## src/design/cfe_pkg.sv

```systemverilog
package cfe_pkg;

    localparam logic [7:0] SYNC_A = 8'hBA;
    localparam logic [7:0] SYNC_B = 8'hCE;
    localparam logic [7:0] LEN_HIGH = 8'h00;

    localparam int NUM_SLOTS = 11;
    localparam int HDR_SLOTS = 6;
    localparam int CKS_SLOTS = 4;
    localparam int SLOT_W = $clog2(NUM_SLOTS);

    typedef logic [SLOT_W-1:0] cfe_slot_t;
    typedef logic [NUM_SLOTS-1:0] cfe_mask_t;

    localparam cfe_slot_t SLOT_SYNC_A = SLOT_W'(0);
    localparam cfe_slot_t SLOT_SYNC_B = SLOT_W'(1);
    localparam cfe_slot_t SLOT_LEN_LO = SLOT_W'(2);
    localparam cfe_slot_t SLOT_LEN_HI = SLOT_W'(3);
    localparam cfe_slot_t SLOT_CLASS = SLOT_W'(4);
    localparam cfe_slot_t SLOT_MSG_ID = SLOT_W'(5);
    localparam cfe_slot_t SLOT_DATA = SLOT_W'(6);
    localparam cfe_slot_t SLOT_CKS_0 = SLOT_W'(7);
    localparam cfe_slot_t SLOT_CKS_1 = SLOT_W'(8);
    localparam cfe_slot_t SLOT_CKS_2 = SLOT_W'(9);
    localparam cfe_slot_t SLOT_CKS_3 = SLOT_W'(10);

    typedef struct packed {
        logic       first;
        logic [7:0] msg_class;
        logic [7:0] msg_id;
        logic [7:0] body_len;
        logic       has_byte;
        logic [7:0] payload_byte;
    } cfe_item_t;

    typedef struct packed {
        logic        hdr;
        logic [7:0]  len;
        logic [7:0]  cls;
        logic [7:0]  mid;
        logic        data;
        logic [7:0]  dbyte;
        logic        ovr;
        logic        cks;
        logic [31:0] sum;
    } cfe_desc_t;

endpackage

```

## src/design/cfe_item_if.sv

```systemverilog
interface cfe_item_if;
    logic       valid;
    logic       ready;
    logic       first;
    logic [7:0] msg_class;
    logic [7:0] msg_id;
    logic [7:0] body_len;
    logic       has_byte;
    logic [7:0] payload_byte;

    modport source (
        output valid, first, msg_class, msg_id, body_len, has_byte, payload_byte,
        input  ready
    );
    modport sink (
        input  valid, first, msg_class, msg_id, body_len, has_byte, payload_byte,
        output ready
    );
endinterface

```

## src/design/cfe_frame_if.sv

```systemverilog
interface cfe_frame_if;
    logic       valid;
    logic       ready;
    logic [7:0] frame_byte;
    logic       frame_end;
    logic       overrun;

    modport source (
        output valid, frame_byte, frame_end, overrun,
        input  ready
    );
    modport sink (
        input  valid, frame_byte, frame_end, overrun,
        output ready
    );
endinterface

```

## src/design/cfe_core.sv

```systemverilog
module cfe_core (
    input  logic              clk,
    input  logic              rst_n,
    input  logic              accept,
    input  cfe_pkg::cfe_item_t item,
    output cfe_pkg::cfe_desc_t desc
);
    import cfe_pkg::*;

    logic        active_reg, active_next;
    logic [7:0]  dlen_reg, dlen_next;
    logic [7:0]  idx_reg, idx_next;
    logic [31:0] sum_reg, sum_next;
    logic [23:0] gat_reg, gat_next;

    logic        act;
    logic [7:0]  dlen;
    logic [7:0]  idx;
    logic [23:0] gat;
    logic [31:0] base;
    logic        take;
    logic        cks;

    always_comb
    begin
        act  = item.first | active_reg;
        dlen = item.first ? item.body_len : dlen_reg;
        idx  = item.first ? 8'd0 : idx_reg;
        gat  = item.first ? 24'd0 : gat_reg;
        base = item.first ? {item.msg_id, item.msg_class, 8'h00, item.body_len} : sum_reg;
        take = item.has_byte & act & (idx < dlen);

        sum_next = base;
        gat_next = gat;
        idx_next = idx;
        if (take)
        begin
            idx_next = idx + 8'd1;
            case (idx[1:0])
                2'd0: gat_next = {gat[23:8], item.payload_byte};
                2'd1: gat_next = {gat[23:16], item.payload_byte, gat[7:0]};
                2'd2: gat_next = {item.payload_byte, gat[15:0]};
                default:
                begin
                    gat_next = 24'd0;
                    sum_next = base + {item.payload_byte, gat};
                end
            endcase
        end

        cks         = act & (idx_next == dlen);
        active_next = act & ~cks;
        dlen_next   = dlen;

        desc.hdr   = item.first;
        desc.len   = item.body_len;
        desc.cls   = item.msg_class;
        desc.mid   = item.msg_id;
        desc.data  = item.has_byte;
        desc.dbyte = take ? item.payload_byte : 8'd0;
        desc.ovr   = item.has_byte & ~take;
        desc.cks   = cks;
        desc.sum   = sum_next;
    end

    always_ff @(posedge clk or negedge rst_n)
    begin
        if (!rst_n)
        begin
            active_reg <= 1'b0;
            dlen_reg   <= 8'd0;
            idx_reg    <= 8'd0;
            sum_reg    <= 32'd0;
            gat_reg    <= 24'd0;
        end
        else if (accept)
        begin
            active_reg <= active_next;
            dlen_reg   <= dlen_next;
            idx_reg    <= idx_next;
            sum_reg    <= sum_next;
            gat_reg    <= gat_next;
        end
    end

endmodule

```

## src/design/cfe_emit.sv

```systemverilog
module cfe_emit (
    input  logic               clk,
    input  logic               rst_n,
    input  logic               load,
    input  cfe_pkg::cfe_desc_t desc,
    output logic               load_ok,
    output logic               out_valid,
    input  logic               out_ready,
    output logic [7:0]         out_byte,
    output logic               out_end,
    output logic               out_ovr
);
    import cfe_pkg::*;

    cfe_desc_t desc_reg;
    cfe_mask_t pend_reg, pend_next;
    cfe_mask_t pend_after;
    cfe_mask_t lsb;
    cfe_mask_t load_mask;
    cfe_slot_t slot;
    logic      emit_ok;
    logic       ovalid_reg, ovalid_next;
    logic [7:0] obyte_reg, obyte_next;
    logic       oend_reg, oend_next;
    logic       oovr_reg, oovr_next;
    logic [7:0] sel_byte;

    always_comb
    begin
        load_mask = {{CKS_SLOTS{desc.cks}}, desc.data, {HDR_SLOTS{desc.hdr}}};
        lsb = pend_reg & (~pend_reg + cfe_mask_t'(1));
        slot = '0;
        for (int i = 0; i < NUM_SLOTS; i++)
        begin
            if (lsb[i])
            begin
                slot = cfe_slot_t'(i);
            end
        end

        unique case (slot)
            SLOT_SYNC_A: sel_byte = SYNC_A;
            SLOT_SYNC_B: sel_byte = SYNC_B;
            SLOT_LEN_LO: sel_byte = desc_reg.len;
            SLOT_LEN_HI: sel_byte = LEN_HIGH;
            SLOT_CLASS:  sel_byte = desc_reg.cls;
            SLOT_MSG_ID: sel_byte = desc_reg.mid;
            SLOT_DATA:   sel_byte = desc_reg.dbyte;
            SLOT_CKS_0:  sel_byte = desc_reg.sum[7:0];
            SLOT_CKS_1:  sel_byte = desc_reg.sum[15:8];
            SLOT_CKS_2:  sel_byte = desc_reg.sum[23:16];
            SLOT_CKS_3:  sel_byte = desc_reg.sum[31:24];
            default:     sel_byte = 8'd0;
        endcase

        emit_ok    = (pend_reg != '0) & (~ovalid_reg | out_ready);
        pend_after = emit_ok ? (pend_reg & ~lsb) : pend_reg;
        load_ok    = (pend_after == '0);
        pend_next  = load ? load_mask : pend_after;

        ovalid_next = ovalid_reg & ~out_ready;
        obyte_next  = obyte_reg;
        oend_next   = oend_reg;
        oovr_next   = oovr_reg;
        if (emit_ok)
        begin
            ovalid_next = 1'b1;
            obyte_next  = sel_byte;
            oend_next   = (slot == SLOT_CKS_3);
            oovr_next   = (slot == SLOT_DATA) & desc_reg.ovr;
        end
    end

    always_ff @(posedge clk or negedge rst_n)
    begin
        if (!rst_n)
        begin
            pend_reg   <= '0;
            ovalid_reg <= 1'b0;
        end
        else
        begin
            pend_reg   <= pend_next;
            ovalid_reg <= ovalid_next;
        end
    end

    always_ff @(posedge clk)
    begin
        if (load)
        begin
            desc_reg <= desc;
        end
        obyte_reg <= obyte_next;
        oend_reg  <= oend_next;
        oovr_reg  <= oovr_next;
    end

    assign out_valid = ovalid_reg;
    assign out_byte  = obyte_reg;
    assign out_end   = oend_reg;
    assign out_ovr   = oovr_reg;

endmodule

```

## src/design/cas_frame_encoder_unit.sv

```systemverilog
// Binary command frame encoder. The pkt channel takes one item per payload byte;
// the item that starts a packet has first set and carries class, message id and
// payload length. A packet with an empty payload is a single item without a byte.
// The frame channel gives one frame byte per item: sync bytes, length, class,
// message id, the payload, and a four-byte little-endian checksum, with
// frame_end set on the last checksum byte. A byte beyond the declared length, or
// outside a packet, gives one item with overrun set and frame_byte zero.
// An accepted input item is turned into a burst descriptor in the same cycle; the
// descriptor and its pending-byte mask are registered, and each frame byte passes
// through the output register before it is valid on the frame channel.
// A payload item in the middle of a packet gives one frame byte, so the block
// sustains one item per cycle unless stalled. A header item gives six bytes, one
// more when it carries a byte and four more when it also closes the packet; the
// last payload item gives five. pkt.ready stays low until the burst is down to
// its last byte; the single output port of the byte serializer sets that rate.
// Reset clears the packet state and empties the frame channel. When the receiver
// stalls, the frame byte holds, one more input item can be taken in behind it,
// and pkt.ready then stays low until the stall ends.
module cas_frame_encoder_unit (
    input logic         clk,
    input logic         rst_n,
    cfe_item_if.sink    pkt,
    cfe_frame_if.source frame
);
    import cfe_pkg::*;

    cfe_item_t item;
    cfe_desc_t desc;
    logic      load_ok;
    logic      accept;

    assign item = '{
        first:        pkt.first,
        msg_class:    pkt.msg_class,
        msg_id:       pkt.msg_id,
        body_len:     pkt.body_len,
        has_byte:     pkt.has_byte,
        payload_byte: pkt.payload_byte
    };

    assign accept    = pkt.valid & load_ok;
    assign pkt.ready = load_ok;

    cfe_core u_core (
        .clk    (clk),
        .rst_n  (rst_n),
        .accept (accept),
        .item   (item),
        .desc   (desc)
    );

    cfe_emit u_emit (
        .clk       (clk),
        .rst_n     (rst_n),
        .load      (accept),
        .desc      (desc),
        .load_ok   (load_ok),
        .out_valid (frame.valid),
        .out_ready (frame.ready),
        .out_byte  (frame.frame_byte),
        .out_end   (frame.frame_end),
        .out_ovr   (frame.overrun)
    );

endmodule

```

## src/flat_wrapper.sv

```systemverilog
// flat-port wrapper written by rule: the top's interface ports become plain ports
module cas_frame_encoder_unit_flat import cfe_pkg::*;
  (clk, rst_n, pkt_valid, pkt_first, pkt_msg_class, pkt_msg_id, pkt_body_len, pkt_has_byte, pkt_payload_byte, pkt_ready, frame_valid, frame_frame_byte, frame_frame_end, frame_overrun, frame_ready);
  cfe_item_if pkt_i ();
  cfe_frame_if frame_i ();
  input logic clk;
  input logic rst_n;
  input wire logic [$bits(pkt_i.valid)-1:0] pkt_valid;
  input wire logic [$bits(pkt_i.first)-1:0] pkt_first;
  input wire logic [$bits(pkt_i.msg_class)-1:0] pkt_msg_class;
  input wire logic [$bits(pkt_i.msg_id)-1:0] pkt_msg_id;
  input wire logic [$bits(pkt_i.body_len)-1:0] pkt_body_len;
  input wire logic [$bits(pkt_i.has_byte)-1:0] pkt_has_byte;
  input wire logic [$bits(pkt_i.payload_byte)-1:0] pkt_payload_byte;
  output wire logic [$bits(pkt_i.ready)-1:0] pkt_ready;
  output wire logic [$bits(frame_i.valid)-1:0] frame_valid;
  output wire logic [$bits(frame_i.frame_byte)-1:0] frame_frame_byte;
  output wire logic [$bits(frame_i.frame_end)-1:0] frame_frame_end;
  output wire logic [$bits(frame_i.overrun)-1:0] frame_overrun;
  input wire logic [$bits(frame_i.ready)-1:0] frame_ready;
  assign pkt_i.valid = pkt_valid;
  assign pkt_i.first = pkt_first;
  assign pkt_i.msg_class = pkt_msg_class;
  assign pkt_i.msg_id = pkt_msg_id;
  assign pkt_i.body_len = pkt_body_len;
  assign pkt_i.has_byte = pkt_has_byte;
  assign pkt_i.payload_byte = pkt_payload_byte;
  assign pkt_ready = pkt_i.ready;
  assign frame_valid = frame_i.valid;
  assign frame_frame_byte = frame_i.frame_byte;
  assign frame_frame_end = frame_i.frame_end;
  assign frame_overrun = frame_i.overrun;
  assign frame_i.ready = frame_ready;
  cas_frame_encoder_unit u_core (.clk(clk), .rst_n(rst_n), .pkt(pkt_i), .frame(frame_i));
endmodule
```

## config.mk

```make
export PLATFORM = sky130hd
export DESIGN_NAME = cas_frame_encoder_unit_flat
export DESIGN_NICKNAME = d
export VERILOG_FILES = /design/src/design/cfe_pkg.sv /design/src/design/cfe_item_if.sv /design/src/design/cfe_frame_if.sv /design/src/design/cfe_core.sv /design/src/design/cfe_emit.sv /design/src/design/cas_frame_encoder_unit.sv /design/src/flat_wrapper.sv
export SDC_FILE = /design/constraint.sdc
export NUM_CORES = 1
export LEC_CHECK = 0
export BUFFER_PORTS_ARGS = -buffer_cell sky130_fd_sc_hd__buf_2
export CORE_MARGIN = 1.5
export CORE_UTILIZATION = 35
export DETAILED_ROUTE_END_ITERATION = 6
export PLACE_DENSITY = 0.59
export SYNTH_ARGS = -nofsm -noshare
export SYNTH_HDL_FRONTEND = slang
export SYNTH_SLANG_ARGS = --single-unit
```

## constraint.sdc

```tcl
create_clock -name clk -period 8.5 [get_ports clk]
set_clock_uncertainty 0.2 [all_clocks]
set_input_delay 0.85 -clock clk [delete_from_list [all_inputs] [get_ports clk]]
set_output_delay 0.85 -clock clk [all_outputs]
set_load 0.02 [all_outputs]
```

==> flow_summary.toml <==
[status]
run_status = "completed"

[critical_path]
critical_path_arrival_ns = 5.54
crit_end = "u_core.u_core.sum_reg[26]"
crit_path_end_kind = "flop"
critPathMaxFanout = 49
reg2regPathDepth = 9
r2r-start = "u_core.u_emit.pend_reg[3]"
rr_endpoint = "u_core.u_core.sum_reg[19]"
start_to_end_type_of_the_worst_setup_path = "in2reg"
reg2reg_setup_slack_ns = 4.11
required_ns = 8.61
cp-start-kind = "input port"
crit_path_start = "pkt_first"

[logic_synthesis]
asyncSetResetFlopFracSynth_pct = 53.1
synth-warning-count = 0
synth_top_area_share_pct = 24.4
synth.net_count = 981
post-synth-top-area-cell = "sky130_fd_sc_hd__edfxtp_1"
synth_area_per_cell_sq_um = 10.3
ys_top_cells_by_area = "sky130_fd_sc_hd__edfxtp_1 (24%), sky130_fd_sc_hd__dfrtp_1 (23%), sky130_fd_sc_hd__ha_1 (5.8%)"
synth_flop_cell = "sky130_fd_sc_hd__dfrtp_1"
post_synth_edffs = 75
number_of_storage_elements_in_the_synthesis_netlist = 160
post_synthesis_cell_type_count = 76
postSynthCellCount = 899
ys_seq_area_share_pct = 47.5
netlist_area_sq_um = 9230

[global_routing]
grt_pass1_wl_mm = 38.1
largest_net_degree_at_the_start_of_global_routing = 61
groute.usage.overall_pct = 18.9
vias_in_the_first_global_route = 6584
gr-total-overflow = 0
antenna_found_initial = 0

[cts]
clock_latency_ns = 0.43
ctsResizeCount = 0
htreeDepth = 4
path_clk_slew_ns = 0.06
clock_tree.buffer_depth = 2
number_of_buffers_added_for_setup_after_cts = 0
tritoncts = "yes"
root_buffer = "sky130_fd_sc_hd__clkbuf_16"
total_clock_buffers_created_by_cts = 17
cts.hold.buffers_added = 0
cts_num_sinks = 160

[routing]
totalWireLength_mm = 24.9
met1_length_mm = 11.9
first_pass_iters = 6
topRoutingLayerUsed = "met4"
ant_nets = 0
remaining_drc_errors = 0
met2_wirelength_mm = 11.4
via_per_inst = 5.37
post_detailed_route_wirelength_per_cell_um = 19.4
drt-initial-drc-count = 575
detailroute.wirelength.met3_mm = 1.16
vias = 6871

[placement]
place.detailed.hpwl_mm = 17.8
buffer_ports.inserted = 49
replace_congestion = 0.869

[finish]
number_of_flip_flops_under_the_largest_register_name = 65
area_growth_syn_to_layout_pct = 11.8
layout.nets = 1014
num_antenna_cells = 0
drive_gt1_share_pct = 14.9
most-common-layout-cells = "sky130_fd_sc_hd__nand2_1 (116), sky130_fd_sc_hd__dfrtp_1 (85), sky130_fd_sc_hd__edfxtp_1 (75)"
layout_commonest_cell = "sky130_fd_sc_hd__nand2_1"

[floorplanning]
i_o_pin_total = 50
die_h_um = 165
floorplan.die.width_um = 165
core_area_sq_um = 26000
initial_core_util_pct = 35.5
fp.dieArea_sq_um = 27300
placementRows = 59

[sta]
max_slew.worst_pin.slew_ns = 1.07
totalNegativeSetupSlack_ns = 0
final_hold_violations = 0
maximum_clock_frequency_mhz = 184
final.min_clock_period_ns = 5.43
final_max_slew_viol_count = 0
setup_violations = 0
slew_headroom_pct = 28.5
post-route-period-util_pct = 63.9
rsz_0062_raised_after_global_routing = "no"
hold_slack_ns = 0.151

[power]
lkg_pwr_nw = 4.45
max-vdd-ir-drop_uv = 245
p_per_area_nw_per_um2 = 329

[min_path]
hold_class = "in2async"

[job]
drv_cap = 0
how the worst min path moves through the flow:
stage	startpoint	endpoint	slack [ns]	cells past startpoint
floorplan	u_core.u_core.sum_reg[12]	u_core.u_core.sum_reg[12]	0.23	2
global placement	u_core.u_core.sum_reg[14]	u_core.u_core.sum_reg[14]	0.24	2
detailed placement	u_core.u_core.sum_reg[14]	u_core.u_core.sum_reg[14]	0.25	2
CTS	rst_n	u_core.u_core.dlen_reg[3]	0.17	1
global route	rst_n	u_core.u_core.dlen_reg[3]	0.18	1
finish	rst_n	u_core.u_core.dlen_reg[3]	0.15	1
Yosys cell counts (all sizes together), types with 5 or more instances:
| cell | n |
|---|---|
| a221oi | 8 |
| buf | 20 |
| mux2i | 14 |
| xor2 | 14 |
| a21o | 16 |
| and3 | 19 |
| or3 | 8 |
| xnor2 | 25 |
| and2 | 7 |
| o31ai | 10 |
| a222oi | 6 |
| nor2 | 65 |
| nand2 | 117 |
| nand3 | 17 |
| a211oi | 5 |
| a21oi | 50 |
| dfrtp | 85 |
| a31oi | 8 |
| inv | 19 |
| o21a | 6 |
| a22oi | 9 |
| mux2 | 44 |
| nand4 | 5 |
| nand2b | 7 |
| a22o | 25 |
| o21ai | 45 |
| edfxtp | 75 |
| clkbuf | 20 |
| nor3 | 23 |
| nor2b | 41 |
| ha | 43 |
critical path, cell delays in order:
cell and delay, ns:
sky130_fd_sc_hd__buf_4 0.37, sky130_fd_sc_hd__buf_4 0.62, sky130_fd_sc_hd__mux2i_1 0.41, sky130_fd_sc_hd__ha_1 0.31, sky130_fd_sc_hd__a21o_1 0.19, sky130_fd_sc_hd__a2111oi_2 0.94, sky130_fd_sc_hd__and2_4 0.40, sky130_fd_sc_hd__nand2_1 0.64
sky130_fd_sc_hd__a22o_1 0.50, sky130_fd_sc_hd__mux2_2 0.26
per-stage QoR:
stage	power, mW	worst slack, ns	cells	instance area [sq um]	util, %
after floorplan	2.29	3.46	899	9230	-
after global placement	2.64	2.79	1248	9750	37.5
after detailed placement	2.65	2.63	1248	9750	37.5
after CTS	3.40	3.11	1280	10300	39.7
after global routing	3.60	2.73	1280	10300	39.7
final	3.39	3.07	1280	10300	39.7
power breakdown:
part           total, mW  internal (mW)  leakage (nW)  switching, mW
Combinational       1.31          0.515          2.39          0.796
Clock              0.741          0.430         0.269          0.310
Sequential          1.34           1.17          1.79          0.168
kinds of logic (layout without fill, tap and decap cells):
| logic type | after synthesis | in the layout | synth area share [%] |
|---|---|---|---|
| AND/OR/NAND/NOR | 325 | 325 | 17.2 |
| AO/OA/AOI/OAI | 213 | 213 | 15.8 |
| flip-flops | 160 | 160 | 47.5 |
| buffers and inverters | 59 | 105 | 2.79 |
| multiplexers | 58 | 58 | 6.89 |
| adder cells (fa/ha/maj) | 45 | 45 | 6.16 |
| XOR/XNOR | 39 | 39 | 3.70 |
final cells by class:
| class | instances | area [sq um] |
|---|---|---|
| clock inverter | 11 | 116 |
| tap | 335 | 419 |
| fill | 2557 | 15700 |
| inverter | 19 | 73.8 |
| multi-input combinational | 680 | 4590 |
| timing repair buffer | 54 | 288 |
| clock buffer | 21 | 440 |
| sequential | 160 | 4380 |
routing by layer:
metal | GRT usage, % | vias to the layer above
met5 | 0 | -
met4 | 5.64 | 0
met3 | 3.05 | 24
met2 | 29.9 | 183
met1 | 26.4 | 3288
li1 | - | 3376
Note: power is estimated with default switching activity, not from simulation.
